## src/drt_pkg.sv

```systemverilog
// Shared constants, codes and types of the dual reload timer register block.
package drt_pkg;

	localparam int COUNTER_BITS = 32;
	localparam int TIMER_COUNT  = 2;
	localparam int TIMER_SLOTS  = 2;

	localparam int DATA_W     = 32;
	localparam int S_TDATA_W  = 40;
	localparam int S_TUSER_W  = 2;
	localparam int M_TDATA_W  = 40;
	localparam int IDX_W      = 4;
	localparam int CTRL_W     = 8;
	localparam int PSC_W      = 7;

	localparam int CTL_EN_BIT     = 0;
	localparam int CTL_RELOAD_BIT = 1;
	localparam int CTL_DIV_LO     = 4;
	localparam int CTL_DIV_HI     = 6;
	localparam int CTL_SINGLE_BIT = 7;

	typedef enum logic [1:0] {
		OP_READ  = 2'd0,
		OP_WRITE = 2'd1,
		OP_TICK  = 2'd2
	} op_t;

	localparam logic [IDX_W-1:0] REG_IRQ_EN  = 4'd0;
	localparam logic [IDX_W-1:0] REG_IRQ_STA = 4'd1;

	localparam logic [1:0] SUB_CTRL = 2'd0;
	localparam logic [1:0] SUB_INTV = 2'd1;
	localparam logic [1:0] SUB_CUR  = 2'd2;

	typedef logic [COUNTER_BITS-1:0] cnt_t;

	typedef struct packed {
		logic              tick;
		logic              wr_ctrl;
		logic              wr_intv;
		logic              wr_cur;
		logic [DATA_W-1:0] wdata;
	} tmr_cmd_t;

	typedef struct packed {
		logic [CTRL_W-1:0] ctrl;
		cnt_t              intv;
		cnt_t              cur;
		logic              wrap;
	} tmr_view_t;

endpackage

```

## src/drt_timer.sv

```systemverilog
// One down-counting timer channel: control, interval, current value and prescaler.
module drt_timer (
	input  logic               clk,
	input  logic               arst_n,
	input  drt_pkg::tmr_cmd_t  cmd,
	output drt_pkg::tmr_view_t view
);
	import drt_pkg::*;

	logic [CTRL_W-1:0] ctrl_q;
	cnt_t              intv_q;
	cnt_t              cur_q;
	logic [PSC_W-1:0]  psc_q;

	logic [2:0]       div_sel;
	logic [PSC_W-1:0] psc_lim;
	logic             run;
	logic             step;
	logic             wrap;

	assign div_sel = ctrl_q[CTL_DIV_HI:CTL_DIV_LO];
	assign psc_lim = PSC_W'((8'h01 << div_sel) - 8'h01);
	assign run     = cmd.tick && ctrl_q[CTL_EN_BIT];
	assign step    = run && (psc_q >= psc_lim);
	assign wrap    = step && (cur_q == '0);

	always_ff @(posedge clk or negedge arst_n) begin
		if (!arst_n) begin
			ctrl_q <= '0;
			intv_q <= '0;
			cur_q  <= '0;
			psc_q  <= '0;
		end else begin
			if (cmd.wr_ctrl) begin
				ctrl_q <= cmd.wdata[CTRL_W-1:0] & ~(CTRL_W'(1) << CTL_RELOAD_BIT);
				if (cmd.wdata[CTL_RELOAD_BIT]) begin
					cur_q <= intv_q;
					psc_q <= '0;
				end
			end
			if (cmd.wr_intv) begin
				intv_q <= cmd.wdata[COUNTER_BITS-1:0];
			end
			if (cmd.wr_cur) begin
				cur_q <= cmd.wdata[COUNTER_BITS-1:0];
			end
			if (run) begin
				if (!step) begin
					psc_q <= psc_q + PSC_W'(1);
				end else begin
					psc_q <= '0;
					if (wrap) begin
						cur_q <= intv_q;
						if (ctrl_q[CTL_SINGLE_BIT]) begin
							ctrl_q[CTL_EN_BIT] <= 1'b0;
						end
					end else begin
						cur_q <= cur_q - COUNTER_BITS'(1);
					end
				end
			end
		end
	end

	assign view.ctrl = ctrl_q;
	assign view.intv = intv_q;
	assign view.cur  = cur_q;
	assign view.wrap = wrap;

endmodule

```

## src/dual_reload_timer_regs.sv

```systemverilog
// Top level of the dual reload timer register block with stream ports.
// Path: an accepted beat is held in the input register, then loads the result
// register, which drives m_tdata until it is taken.
// Throughput: one beat per cycle while m_tready is high; an input register and a result
// register part the two sides, so s_tready stays high while results drain.
// Reset: arst_n clears all timer, interrupt enable and pending, and handshake registers at once;
// timers come up stopped, continuous, divide by one, with zero counts.
module dual_reload_timer_regs (
	input  logic                          clk,
	input  logic                          arst_n,
	input  logic                          s_tvalid,
	output logic                          s_tready,
	// s_tdata, low bit up: reg_index[3:0], write_value[35:4], zero fill
	input  logic [drt_pkg::S_TDATA_W-1:0] s_tdata,
	// s_tuser, low bit up: operation[1:0]
	input  logic [drt_pkg::S_TUSER_W-1:0] s_tuser,
	output logic                          m_tvalid,
	input  logic                          m_tready,
	// m_tdata, low bit up: read_value[31:0], irq_timer0[32], irq_timer1[33], zero fill
	output logic [drt_pkg::M_TDATA_W-1:0] m_tdata
);
	import drt_pkg::*;

	// Input stage: hold the accepted beat until the result register takes it.
	logic              valid_s1;
	logic [1:0]        op_s1;
	logic [IDX_W-1:0]  idx_s1;
	logic [DATA_W-1:0] wval_s1;

	// Result stage.
	logic              out_valid_q;
	logic [DATA_W-1:0] rd_q;
	logic [1:0]        irq_q;

	// Interrupt enable and pending bits, one per timer slot.
	logic [TIMER_SLOTS-1:0] irq_en_q;
	logic [TIMER_SLOTS-1:0] irq_pend_q;
	logic [TIMER_SLOTS-1:0] irq_en_nx;
	logic [TIMER_SLOTS-1:0] irq_pend_nx;
	logic [TIMER_SLOTS-1:0] tmr_mask;
	logic [TIMER_SLOTS-1:0] wraps;

	logic              adv;
	logic              go;
	logic              is_rd;
	logic              is_wr;
	logic              is_tick;
	logic [DATA_W-1:0] rd_val;

	tmr_cmd_t  cmd  [TIMER_SLOTS];
	tmr_view_t view [TIMER_SLOTS];

	// Advance the result register when it is empty or being taken.
	assign adv      = !out_valid_q || m_tready;
	assign go       = valid_s1 && adv;
	assign s_tready = !valid_s1 || adv;

	assign is_rd   = (op_s1 == OP_READ);
	assign is_wr   = (op_s1 == OP_WRITE);
	assign is_tick = (op_s1 == OP_TICK);

	always_ff @(posedge clk or negedge arst_n) begin
		if (!arst_n) begin
			valid_s1 <= 1'b0;
		end else if (s_tready) begin
			valid_s1 <= s_tvalid;
		end
	end

	always_ff @(posedge clk) begin
		if (s_tvalid && s_tready) begin
			op_s1   <= s_tuser[1:0];
			idx_s1  <= s_tdata[IDX_W-1:0];
			wval_s1 <= s_tdata[IDX_W+DATA_W-1:IDX_W];
		end
	end

	// Timer channels; an absent slot reads as zero and never wraps.
	for (genvar t = 0; t < TIMER_SLOTS; t++) begin : g_tmr
		logic hit;
		assign hit = (idx_s1[3:2] == 2'(t + 1));
		assign tmr_mask[t] = (t < TIMER_COUNT);

		if (t < TIMER_COUNT) begin : g_on
			assign cmd[t].tick    = go && is_tick;
			assign cmd[t].wr_ctrl = go && is_wr && hit && (idx_s1[1:0] == SUB_CTRL);
			assign cmd[t].wr_intv = go && is_wr && hit && (idx_s1[1:0] == SUB_INTV);
			assign cmd[t].wr_cur  = go && is_wr && hit && (idx_s1[1:0] == SUB_CUR);
			assign cmd[t].wdata   = wval_s1;

			drt_timer u_timer (
				.clk    (clk),
				.arst_n (arst_n),
				.cmd    (cmd[t]),
				.view   (view[t])
			);
		end else begin : g_off
			assign cmd[t]  = '0;
			assign view[t] = '0;
		end

		assign wraps[t] = view[t].wrap;
	end

	// Next interrupt bits: irq_sta is write-1-to-clear, wraps set pending.
	always_comb begin
		irq_en_nx   = irq_en_q;
		irq_pend_nx = irq_pend_q | (wraps & tmr_mask);
		if (is_wr && idx_s1 == REG_IRQ_EN) begin
			irq_en_nx = wval_s1[TIMER_SLOTS-1:0] & tmr_mask;
		end
		if (is_wr && idx_s1 == REG_IRQ_STA) begin
			irq_pend_nx = irq_pend_q & ~wval_s1[TIMER_SLOTS-1:0];
		end
	end

	always_ff @(posedge clk or negedge arst_n) begin
		if (!arst_n) begin
			irq_en_q   <= '0;
			irq_pend_q <= '0;
		end else if (go) begin
			irq_en_q   <= irq_en_nx;
			irq_pend_q <= irq_pend_nx;
		end
	end

	// Read mux; unmapped offsets and absent timers read zero.
	always_comb begin
		rd_val = '0;
		if (is_rd) begin
			if (idx_s1 == REG_IRQ_EN) begin
				rd_val = DATA_W'(irq_en_q);
			end else if (idx_s1 == REG_IRQ_STA) begin
				rd_val = DATA_W'(irq_pend_q);
			end else begin
				for (int t = 0; t < TIMER_SLOTS; t++) begin
					if (idx_s1[3:2] == 2'(t + 1) && tmr_mask[t]) begin
						case (idx_s1[1:0])
							SUB_CTRL: rd_val = DATA_W'(view[t].ctrl);
							SUB_INTV: rd_val = DATA_W'(view[t].intv);
							SUB_CUR:  rd_val = DATA_W'(view[t].cur);
							default:  rd_val = '0;
						endcase
					end
				end
			end
		end
	end

	always_ff @(posedge clk or negedge arst_n) begin
		if (!arst_n) begin
			out_valid_q <= 1'b0;
		end else if (adv) begin
			out_valid_q <= valid_s1;
		end
	end

	always_ff @(posedge clk) begin
		if (go) begin
			rd_q  <= rd_val;
			irq_q <= irq_pend_nx & irq_en_nx & tmr_mask;
		end
	end

	assign m_tvalid = out_valid_q;
	assign m_tdata  = {(M_TDATA_W - DATA_W - 2)'(0), irq_q, rd_q};

endmodule
```

## config.mk

```make
export PLATFORM = sky130hd
export DESIGN_NAME = dual_reload_timer_regs
export DESIGN_NICKNAME = d
export VERILOG_FILES = /design/src/drt_pkg.sv /design/src/drt_timer.sv /design/src/dual_reload_timer_regs.sv
export SDC_FILE = /design/constraint.sdc
export NUM_CORES = 1
export LEC_CHECK = 0
export BUFFER_PORTS_ARGS = -buffer_cell sky130_fd_sc_hd__buf_2
export CAP_MARGIN = 5
export CORE_ASPECT_RATIO = 0.9
export CORE_MARGIN = 2
export CORE_UTILIZATION = 63
export CTS_BUF_LIST = sky130_fd_sc_hd__clkbuf_4 sky130_fd_sc_hd__clkbuf_8
export CTS_CLUSTER_DIAMETER = 150
export DETAILED_ROUTE_END_ITERATION = 6
export PLACE_DENSITY = 0.83
export SYNTH_ARGS = -nofsm -noshare
export SYNTH_HDL_FRONTEND = slang
export SYNTH_SLANG_ARGS = --single-unit
export TNS_END_PERCENT = 20
```

## constraint.sdc

```tcl
create_clock -name clk -period 4.45 [get_ports clk]
set_clock_uncertainty 0.2 [all_clocks]
set_input_delay 0.6675 -clock clk [delete_from_list [all_inputs] [get_ports clk]]
set_output_delay 0.6675 -clock clk [all_outputs]
set_load 0.005 [all_outputs]
```

==> results of run 1 <==
-- final cells by class --
| type | count | area [um^2] | share of cell area, % |
|---|---|---|---|
| clock buffers | 65 | 782.0 | 5.351 |
| clock inverters | 6 | 103.9 | 0.7106 |
| inverters | 14 | 52.55 | 0.3596 |
| multi-input cells | 958 | 6515 | 44.58 |
| flip-flops and latches | 234 | 6216 | 42.53 |
| well taps | 260 | 325.3 | 2.226 |
| repair buffers | 102 | 619.3 | 4.238 |
-- path summary, 6_finish.rpt --
kind / endpoint / slack [ns] / cells after the start
worst max-delay path: irq_q[1]$_DFFE_PP_ / 0.92 / 12
worst min-delay path: wval_s1[23]$_DFFE_PP_ / 0.09 / 1
worst max register to register: irq_q[1]$_DFFE_PP_ / 0.92 / 12
worst min register to register: irq_pend_q[0]$_DFFE_PN0P_ / 0.29 / 2
max in group asynchronous: g_tmr[0].g_on.u_timer.cur_q[26]$_DFF_PN0_ / 2.59 / 3
min in group asynchronous: g_tmr[0].g_on.u_timer.psc_q[3]$_DFFE_PN0P_ / 0.52 / 2
-- critical path, cell delays in order (launching register included) --
cell and delay (ns):
sky130_fd_sc_hd__dfrtp_1 0.46, sky130_fd_sc_hd__or3_1 0.44, sky130_fd_sc_hd__ha_1 0.30, sky130_fd_sc_hd__nor3_1 0.17, sky130_fd_sc_hd__a21oi_1 0.06, sky130_fd_sc_hd__o21a_1 0.18, sky130_fd_sc_hd__ha_1 0.29, sky130_fd_sc_hd__nand4_1 0.13
sky130_fd_sc_hd__o21ai_0 0.33, sky130_fd_sc_hd__and2_1 0.19, sky130_fd_sc_hd__buf_4 0.31, sky130_fd_sc_hd__nand2_1 0.12, sky130_fd_sc_hd__a21oi_1 0.19
-- logic make-up after synthesis --
| kind of cell | after synthesis |
|---|---|
| AO/OA/AOI/OAI | 348 |
| XOR/XNOR | 45 |
| adder cells (fa/ha/maj) | 19 |
| buffers and inverters | 118 |
| flip-flops | 234 |
| multiplexers | 162 |
| other | 1 |
| AND/OR/NAND/NOR | 378 |
-- through the flow --
step / instance area (um^2) / setup WS (ns) / cells / power (mW)
final: 14610 / 0.9154 / 1639 / 7.311
after detailed placement: 13720 / 0.9715 / 1567 / 5.092
after floorplan: 13180 / 1.158 / 1310 / 4.517
after global placement: 13720 / 1.075 / 1567 / 4.974
after global routing: 14610 / 0.6620 / 1639 / 7.695
after CTS: 14610 / 0.9546 / 1639 / 7.254
-- cells in the final DEF, fill, tap and decap left out, types with 6 or more instances in the layout --
master	count
sky130_fd_sc_hd__o211ai_1	41
sky130_fd_sc_hd__mux2_2	87
sky130_fd_sc_hd__nand2b_1	14
sky130_fd_sc_hd__xnor2_1	21
sky130_fd_sc_hd__o21ai_1	6
sky130_fd_sc_hd__and3_1	10
sky130_fd_sc_hd__or4_1	10
sky130_fd_sc_hd__o21ai_0	118
sky130_fd_sc_hd__a31oi_1	6
sky130_fd_sc_hd__and2_1	31
sky130_fd_sc_hd__buf_4	21
sky130_fd_sc_hd__buf_2	76
sky130_fd_sc_hd__o22ai_1	42
sky130_fd_sc_hd__dfrtp_1	162
sky130_fd_sc_hd__xor2_1	24
sky130_fd_sc_hd__clkbuf_8	47
sky130_fd_sc_hd__nor2_1	99
sky130_fd_sc_hd__edfxtp_1	72
sky130_fd_sc_hd__a21oi_1	44
sky130_fd_sc_hd__nand3_1	27
sky130_fd_sc_hd__conb_1	6
sky130_fd_sc_hd__mux2i_1	75
sky130_fd_sc_hd__ha_1	19
sky130_fd_sc_hd__nor4_1	15
sky130_fd_sc_hd__nor2b_1	9
sky130_fd_sc_hd__nand2_1	89
sky130_fd_sc_hd__clkbuf_4	18
sky130_fd_sc_hd__nor3_1	23
sky130_fd_sc_hd__a211o_1	10
sky130_fd_sc_hd__inv_1	14
sky130_fd_sc_hd__o32ai_1	7
sky130_fd_sc_hd__a22oi_1	49
sky130_fd_sc_hd__or3_1	12
sky130_fd_sc_hd__nand4_1	14
-- state kept, by name, indices dropped and copies added, names as in the netlist --
register / cells
irq_pend_q: 2
rd_q: 32
idx_s1: 4
op_s1: 2
valid_s1: 1
m_tvalid: 1
wval_s1: 32
g_tmr.g_on.u_timer.psc_q: 14
g_tmr.g_on.u_timer.cur_q: 64
irq_en_q: 2
g_tmr.g_on.u_timer.intv_q: 64
irq_q: 2
g_tmr.g_on.u_timer.ctrl_q: 14
-- where the power goes --
part | switching, mW | leakage, nW | total (mW) | internal [mW]
clock | 0.877 | 0.473 | 2.16 | 1.28
sequential | 0.554 | 2.86 | 3.15 | 2.59
combinational | 1.14 | 3.34 | 2.01 | 0.871
-- repair_timing --
action | 4_1_cts | 5_1_grt
hold buffers | 1 | 0
endpoints found under the setup margin | 0 | 0
hold endpoints to repair | 28 | 0
buffers inserted | 0 | 0
resized for setup | 0 | 0
-- routing by layer --
metal	vias up	global-route usage [%]	wire [um]	share of wire (%)
met4	0	10.67	970	2.7
li1	4930	-	-	-
met3	89	8.239	4220	12
met5	-	0	0	0
met2	673	48.88	15790	45
met1	5304	46.58	14410	41
==> out/qor.txt, run 1 <==
=================================================================================================================
Result of the run .................................................................................. finished, final reports clean
Largest net degree at the start of global routing ..................................................           83
I/O Pins ...........................................................................................           88
Root buffer cell ................................................................................... sky130_fd_sc_hd__clkbuf_8
Worst supply voltage drop on vdd ...................................................................    0.3038 mV
Cell types with the largest area share after synthesis ............................................. sky130_fd_sc_hd__dfrtp_1 (31%), sky130_fd_sc_hd__edfxtp_1 (16%), sky130_fd_sc_hd__mux2_2 (7.4%)
Average wire per cell in the routed design .........................................................     21.59 um
Clock tree from TritonCTS ..........................................................................        built
Hold path start ....................................................................................  s_tdata[27]
Core Area .......................................................................................... 0.02064 mm^2
Launching element of the worst setup path .......................................................... g_tmr[1].g_on.u_timer.ctrl_q[6]$_DFFE_PN0P_
Fmax ...............................................................................................    282.9 MHz
Global route overflow ..............................................................................            0
Library cell occupying the most area in the post-synthesis netlist ................................. sky130_fd_sc_hd__dfrtp_1
Area share of xor/xnor cells in the synthesized design .............................................       2.996%
Final hold violation count .........................................................................            0
Number of fill cells ...............................................................................        1,502
Leakage power total ................................................................................     6.672 nW
End-of-flow core utilization .......................................................................       70.79%
Maximum fanout along the worst path ................................................................           26
Number of flip-flops and latches in the synthesized netlist ........................................          234
Slew at the pin closest to its max-slew limit ......................................................     1.115 ns
Type of the worst min-delay path ................................................................... input pin to flop
Clk sink count .....................................................................................          234
Area added between synthesis and finish ............................................................       11.08%
DIE AREA ........................................................................................... 0.02206 mm^2
Final Max Slew Viols ...............................................................................            0
Part of the Yosys area used for sequential elements ................................................       47.25%
Number of enable flip-flop cells after synthesis ...................................................           72
Wire length of the first global-routing pass .......................................................    56,140 um
Clock transition at the registers of the reported paths ............................................      0.06 ns
Count of mapped cells out of synthesis .............................................................        1,305
Largest family of logic cells by synthesized area .................................................. compound AO/OA/AOI/OAI gates
Die H ..............................................................................................     141.1 um
Share of synthesized area spent on multiplexers ....................................................       13.15%
Worst max-slew margin expressed relative to the limit ..............................................       25.60%
Leading cell types by count after synthesis ........................................................ sky130_fd_sc_hd__dfrtp_1 (162), sky130_fd_sc_hd__o21ai_0 (118), sky130_fd_sc_hd__nor2_1 (101)
Startpoint type of the worst setup path ............................................................         flop
TritonCTS buffer count .............................................................................           39
Number of warning messages in the yosys log ........................................................            0
Total number of placement rows .....................................................................           50
Max-capacitance violation count ....................................................................            0
Simple-gate share of the synthesized area ..........................................................       14.60%
Longest Clk Path Bufs ..............................................................................            3
Number of distinct library cell variants in the gate-level netlist after synthesis .................           58
H-tree depth reported by CTS .......................................................................            2
Required @ worst endpoint ..........................................................................      4.65 ns
Power per cell area ................................................................................ 500.2 mW/mm^2
Hold slack final ...................................................................................   0.08500 ns
Worst setup path class ............................................................................. flop to flop
Post-detailed-routing wire length ..................................................................    35,390 um
Top flip-flop cell by instance count after synthesis ............................................... sky130_fd_sc_hd__dfrtp_1
Post-layout minimum cycle time .....................................................................     3.535 ns
Number of global-route vias before repair ..........................................................       10,333
N_diodes ...........................................................................................            0
Number of nets with antenna violations after detailed routing ......................................            0
Nets ...............................................................................................        1,414
Global placer's final weighted congestion ..........................................................       0.8719
Period utilisation layout ..........................................................................       79.43%
Horizontal die dimension ...........................................................................     156.3 um
Starting density of the core .......................................................................       63.73%
Clock latency on the worst-skew pair ...............................................................      0.56 ns
Arithmetic-cell share of the synthesized area counting full adders, half adders and majority gates .       1.807%
Cell Area, Synth ................................................................................... 0.01316 mm^2
Top-area cell type share of the netlist area .......................................................       30.81%
CP Capture Type ....................................................................................         flop
First-iteration detailed-routing DRC count .........................................................        1,162
Setup repair after global routing missed its margin ................................................        false
Launch instance of the worst register-to-register path ............................................. g_tmr[1].g_on.u_timer.ctrl_q[6]$_DFFE_PN0P_
Post-detailed-placement half-perimeter wirelength ..................................................    22,750 um
Syn_area_per_cell ..................................................................................   10.08 um^2
Post-route DRC .....................................................................................            0
Most numerous cell in the Yosys netlist ............................................................ sky130_fd_sc_hd__dfrtp_1
Global Route Usage Sum .............................................................................       32.54%
Fraction of final layout cells with drive strength greater than 1 ..................................       19.87%
Fraction of registers with async set or reset after synthesis ......................................       69.23%
PortBufs ...........................................................................................           77
Vias per cell ......................................................................................        6.709
Vias ...............................................................................................       10,996
Number of iterations in the first detailed-routing pass ............................................            5
Complex-gate fraction of the synthesized area ......................................................       16.60%
Final setup TNS ....................................................................................         0 ns
Arrival @ worst endpoint ...........................................................................      3.74 ns
Initial antenna violation count ....................................................................            0
Setup Viol. Count Final ............................................................................            0
=================================================================================================================
Note: power is estimated with default switching activity, not from simulation.
==> run 2: changes to the inputs <==
clock period = 3.66 ns   (was 4.45 ns; I/O delays follow)
==> out/qor.txt, run 2 (same netlist as run 1, synthesis figures left out) <==
================================================================================
Result of the run ................................................. finished with violations
Violations in the final reports ...................................          DRC
Final Max Slew Viols ..............................................            0
Final setup TNS ...................................................         0 ns
Setup Viol. Count Final ...........................................            0
Worst supply voltage drop on vdd ..................................    0.3471 mV
Clock transition at the registers of the reported paths ...........      0.06 ns
Most frequent cells in the layout ................................. sky130_fd_sc_hd__dfrtp_1 (162), sky130_fd_sc_hd__o21ai_0 (118), sky130_fd_sc_hd__nor2_1 (99)
N_diodes ..........................................................            0
Area occupied by multi-input gates ................................ 0.006515 mm^2
Global route overflow .............................................            0
TritonCTS buffer count ............................................           40
Number of global-route vias before repair .........................       11,210
# Post-CTS Setup Buffers ..........................................            0
Clk sink count ....................................................          234
Horizontal die dimension ..........................................     156.3 um
Clock tree from TritonCTS .........................................        built
Core Area ......................................................... 0.02064 mm^2
Period utilisation layout .........................................       94.31%
Setup repair after global routing missed its margin ...............        false
Longest Clk Path Bufs .............................................            3
First-iteration detailed-routing DRC count ........................        1,132
Most common cell after layout, fill and taps aside ................ sky130_fd_sc_hd__dfrtp_1
Post-detailed-routing wire length .................................    36,620 um
Type of the worst min-delay path .................................. input pin to flop
Initial antenna violation count ...................................            0
Vias per cell .....................................................        6.755
Min-Delay Endpoint ................................................ valid_s1$_DFFE_PN0N_
Nets ..............................................................        1,466
Leakage power total ...............................................     6.899 nW
Reg2Reg Setup Slack ...............................................      0.21 ns
Global placer's final weighted congestion .........................       0.9060
PortBufs ..........................................................           77
Arrival @ worst endpoint ..........................................      3.63 ns
Worst setup path class ............................................ flop to flop
Destination of the worst register-to-register timing path ......... irq_q[1]$_DFFE_PP_
I/O Pins ..........................................................           88
Wire length of the first global-routing pass ......................    58,460 um
Worst-case setup slack after placement ............................    0.2820 ns
Number of iterations in the first detailed-routing pass ...........            7
Clock latency on the worst-skew pair ..............................      0.53 ns
Fmax ..............................................................    289.7 MHz
Number of fill cells ..............................................        1,426
Area added between synthesis and finish ...........................       14.93%
Number of nets with antenna violations after detailed routing .....            0
Post-route DRC ....................................................            1
Required @ worst endpoint .........................................      3.84 ns
DIE AREA .......................................................... 0.02206 mm^2
CP Capture Type ...................................................         flop
Vias ..............................................................       11,423
Fraction of final layout cells with drive strength greater than 1 .       19.78%
End-of-flow core utilization ......................................       73.24%
Global Route Usage Sum ............................................       33.72%
Average wire per cell in the routed design ........................     21.66 um
H-tree depth reported by CTS ......................................            2
Maximum fanout along the worst path ...............................           26
Hold path start ...................................................     s_tvalid
Cells on Worst Hold Path ..........................................            2
Total number of placement rows ....................................           50
Largest registers in the final layout ............................. g_tmr.g_on.u_timer.cur_q x64, g_tmr.g_on.u_timer.intv_q x64
Worst reg2reg path depth ..........................................           12
Startpoint type of the worst setup path ...........................         flop
Starting density of the core ......................................       63.73%
Root buffer cell .................................................. sky130_fd_sc_hd__clkbuf_8
Worst max-slew margin expressed relative to the limit .............       17.07%
Die H .............................................................     141.1 um
Power per cell area ............................................... 593.1 mW/mm^2
Final hold violation count ........................................            0
Max-capacitance violation count ...................................            0
Post-detailed-placement half-perimeter wirelength .................    23,200 um
Reg area .......................................................... 0.006216 mm^2
Largest net degree at the start of global routing .................           82
Smallest setup slack after layout .................................    0.2082 ns
Post-layout minimum cycle time ....................................     3.452 ns
Launch instance of the worst register-to-register path ............ g_tmr[1].g_on.u_timer.ctrl_q[6]$_DFFE_PN0P_
Slew at the pin closest to its max-slew limit .....................     1.243 ns
================================================================================
-- run 2: cell count changes in the layout (fill, tap and decap cells not counted), sizes merged --
cell         previous run  this run
clkbuf                 65        57
dlygate4sd3             1        39
buf                   101       114
clkinv                  3        11
bufinv                  3         4
-- run 2: worst max path at each step --
stage                                                      from                                        to  slack, ns  cells after the start
finish              g_tmr[1].g_on.u_timer.ctrl_q[6]$_DFFE_PN0P_                        irq_q[1]$_DFFE_PP_       0.21                     12
global route        g_tmr[1].g_on.u_timer.ctrl_q[6]$_DFFE_PN0P_                        irq_q[1]$_DFFE_PP_       0.01                     13
CTS                 g_tmr[1].g_on.u_timer.ctrl_q[6]$_DFFE_PN0P_                        irq_q[1]$_DFFE_PP_       0.25                     12
detailed placement  g_tmr[1].g_on.u_timer.ctrl_q[6]$_DFFE_PN0P_                        irq_q[1]$_DFFE_PP_       0.28                     13
global placement    g_tmr[1].g_on.u_timer.ctrl_q[6]$_DFFE_PN0P_                        irq_q[1]$_DFFE_PP_       0.43                     13
floorplan           g_tmr[1].g_on.u_timer.ctrl_q[4]$_DFFE_PN0P_  g_tmr[1].g_on.u_timer.cur_q[2]$_DFF_PN0_       0.37                     16
-- run 2: area by class of cell --
| type | instances | area share, % |
|---|---|---|
| Clock buffer | 57 | 4.774 |
| Clock inverter | 15 | 1.109 |
| Inverter | 14 | 0.3475 |
| Multi-Input combinational cell | 958 | 43.09 |
| Sequential cell | 234 | 41.11 |
| Tap cell | 260 | 2.151 |
| Timing Repair Buffer | 153 | 7.422 |
-- run 2: what timing repair did --
| action | CTS | global route |
|---|---|---|
| hold endpoints to repair | 116 | 0 |
| hold buffers | 39 | 0 |
| resized for setup | 0 | 0 |
-- run 2: metrics by stage --
stage               hold WS, ns  power, mW  area [um^2]  std cells
floorplan               0.05341      5.492        13180       1310
global placement         0.2610      6.107        13840       1580
detailed placement       0.2788      6.257        13840       1580
CTS                     0.02551      8.910        15120       1691
global route            0.04805      9.440        15120       1691
finish                  0.03794      8.969        15120       1691
-- run 2: worst max-delay path, stage by stage (launching register included) --
cell	delay (ns)
sky130_fd_sc_hd__dfrtp_1	0.46
sky130_fd_sc_hd__or3_1	0.44
sky130_fd_sc_hd__ha_1	0.31
sky130_fd_sc_hd__nor3_1	0.19
sky130_fd_sc_hd__a21oi_1	0.07
sky130_fd_sc_hd__o21a_1	0.18
sky130_fd_sc_hd__ha_1	0.28
sky130_fd_sc_hd__nand4_1	0.14
sky130_fd_sc_hd__o21ai_0	0.36
sky130_fd_sc_hd__and2_1	0.23
sky130_fd_sc_hd__buf_12	0.19
sky130_fd_sc_hd__nand2_1	0.10
sky130_fd_sc_hd__a21oi_1	0.15
-- run 2: power by group --
group	internal [mW]	switching, mW
Sequential	3.15	0.673
Clock	1.55	1.05
Combinational	1.13	1.41
-- run 2: routing by layer --
layer	track usage, %	vias up	wire length (um)
met5	0	-	0
met4	15.35	0	1561
met3	8.269	143	4298
met2	51.31	734	16330
met1	46.01	5511	14430
li1	-	5035	-
==> run 3: changes to the inputs <==
ABC_CLOCK_PERIOD_IN_PS = 3660   (was default)
CTS_CLUSTER_DIAMETER = default   (was 150)
HOLD_SLACK_MARGIN = 0.12   (was default)
==> out/qor.txt, run 3 (same netlist as run 1, synthesis figures left out) <==
================================================================================
Average wire per cell in the routed design ........................     21.64 um
Most common cell after layout, fill and taps aside ................ sky130_fd_sc_hd__dfrtp_1
Clock latency on the worst-skew pair ..............................      0.54 ns
Required @ worst endpoint .........................................      3.83 ns
Result of the run ................................................. finished, final reports clean
Total number of placement rows ....................................           50
Post-route DRC ....................................................            0
Number of nets with antenna violations after detailed routing .....            0
Clock tree from TritonCTS .........................................        built
Non-filler cells in the finished layout ...........................        1,692
Wire length of the first global-routing pass ......................    58,290 um
DIE AREA .......................................................... 0.02206 mm^2
Post-DP Area ...................................................... 0.01384 mm^2
Die H .............................................................     141.1 um
Startpoint type of the worst setup path ...........................         flop
Power per cell area ............................................... 592.9 mW/mm^2
Starting density of the core ......................................       63.73%
Fmax ..............................................................    295.7 MHz
Final Max Slew Viols ..............................................            0
Longest Clk Path Bufs .............................................            3
# Post-CTS Setup Buffers ..........................................            0
Overall power .....................................................     8.973 mW
CP Capture Type ...................................................         flop
Slew at the pin closest to its max-slew limit .....................     1.223 ns
Final setup TNS ...................................................         0 ns
Global Route Usage Sum ............................................       33.68%
Worst setup path class ............................................ flop to flop
Number of global-route vias before repair .........................       11,220
PortBufs ..........................................................           77
Area added between synthesis and finish ...........................       15.03%
Post-detailed-placement half-perimeter wirelength .................    23,200 um
Vias ..............................................................       11,373
Setup repair after global routing missed its margin ...............        false
Global route overflow .............................................            0
Setup Viol. Count Final ...........................................            0
H-tree depth reported by CTS ......................................            2
Period utilisation layout .........................................       92.41%
Root buffer cell .................................................. sky130_fd_sc_hd__clkbuf_8
Finished Cell Area ................................................ 0.01513 mm^2
Max-capacitance violation count ...................................            0
Number of iterations in the first detailed-routing pass ...........            5
Most frequent cells in the layout ................................. sky130_fd_sc_hd__dfrtp_1 (162), sky130_fd_sc_hd__o21ai_0 (118), sky130_fd_sc_hd__nor2_1 (99)
Worst-case setup slack after placement ............................    0.2820 ns
Worst max-slew margin expressed relative to the limit .............       18.35%
TritonCTS buffer count ............................................           40
Fraction of final layout cells with drive strength greater than 1 .       19.83%
Horizontal die dimension ..........................................     156.3 um
Type of the worst min-delay path .................................. input pin to flop
Largest registers in the final layout ............................. g_tmr.g_on.u_timer.cur_q x64, g_tmr.g_on.u_timer.intv_q x64
Leakage power total ...............................................     6.902 nW
Final hold violation count ........................................            0
Clock transition at the registers of the reported paths ...........      0.06 ns
Worst supply voltage drop on vdd ..................................    0.3428 mV
Post-detailed-routing wire length .................................    36,620 um
Arrival @ worst endpoint ..........................................      3.55 ns
Clk sink count ....................................................          234
N_diodes ..........................................................            0
First-iteration detailed-routing DRC count ........................        1,149
Post-layout minimum cycle time ....................................     3.382 ns
Nets ..............................................................        1,467
Global placer's final weighted congestion .........................       0.9060
Core Area ......................................................... 0.02064 mm^2
Initial antenna violation count ...................................            0
Largest net degree at the start of global routing .................           82
Smallest setup slack after layout .................................    0.2780 ns
Vias per cell .....................................................        6.722
I/O Pins ..........................................................           88
Placed instance count .............................................        1,580
Maximum fanout along the worst path ...............................           26
================================================================================
-- run 3: what timing repair did --
action                                 in CTS  in global routing
setup endpoints to repair                   0                  1
gates resized for setup                     0                  1
hold buffers                               40                  0
endpoints found under the hold margin     117                  0
-- run 3: power by group --
group / switching (mW) / internal (mW)
registers: 0.669 / 3.15
clock network: 1.05 / 1.55
logic: 1.42 / 1.13
total: 3.14 / 5.84
-- run 3: path summary, 6_finish.rpt --
path                                                                  start  depth (start not counted)                                            to  slack, ns
worst max-delay path            g_tmr[1].g_on.u_timer.ctrl_q[6]$_DFFE_PN0P_                         12                            irq_q[1]$_DFFE_PP_       0.28
worst min-delay path                                               m_tready                          3                          valid_s1$_DFFE_PN0N_       0.16
worst max register to register  g_tmr[1].g_on.u_timer.ctrl_q[6]$_DFFE_PN0P_                         12                            irq_q[1]$_DFFE_PP_       0.28
worst min register to register  g_tmr[1].g_on.u_timer.ctrl_q[7]$_DFFE_PN0P_                          1     g_tmr[1].g_on.u_timer.ctrl_q[0]$_DFF_PN0_       0.29
max in group asynchronous                                            arst_n                          3  g_tmr[1].g_on.u_timer.intv_q[13]$_DFFE_PN0P_       1.90
min in group asynchronous                                            arst_n                          2    g_tmr[0].g_on.u_timer.psc_q[3]$_DFFE_PN0P_       0.43
-- run 3: final cells by class --
cell class              instances  area, um^2
clock inverters                15       167.7
repair buffers                154        1132
multi-input cells             958        6518
inverters                      14       52.55
well taps                     260       325.3
flip-flops and latches        234        6216
fillers                      1427        5512
clock buffers                  57       721.9
-- run 3: critical path: stages (launching register included) --
cell                      delay, ns
sky130_fd_sc_hd__dfrtp_1       0.47
sky130_fd_sc_hd__or3_1         0.44
sky130_fd_sc_hd__ha_2          0.25
sky130_fd_sc_hd__nor3_1        0.16
sky130_fd_sc_hd__a21oi_1       0.07
sky130_fd_sc_hd__o21a_1        0.18
sky130_fd_sc_hd__ha_1          0.28
sky130_fd_sc_hd__nand4_1       0.12
sky130_fd_sc_hd__o21ai_0       0.35
sky130_fd_sc_hd__and2_1        0.23
sky130_fd_sc_hd__buf_12        0.19
sky130_fd_sc_hd__nand2_1       0.09
sky130_fd_sc_hd__a21oi_1       0.19
-- run 3: stage by stage --
stage / hold WS (ns) / utilization (%)
2_1_floorplan: 0.05341 / -
3_3_place_gp: 0.2610 / 67.04
3_5_place_dp: 0.2788 / 67.04
4_1_cts: 0.1392 / 73.29
5_1_grt: 0.1762 / 73.30
6_report: 0.1612 / 73.30
-- run 3: metal layers --
| metal | up-vias | wire length (um) | track usage [%] |
|---|---|---|---|
| met2 | 727 | 16220 | 51.52 |
| met5 | - | 0 | 0 |
| li1 | 5052 | - | - |
| met4 | 0 | 1630 | 15.55 |
| met3 | 156 | 4281 | 8.454 |
| met1 | 5438 | 14490 | 45.52 |
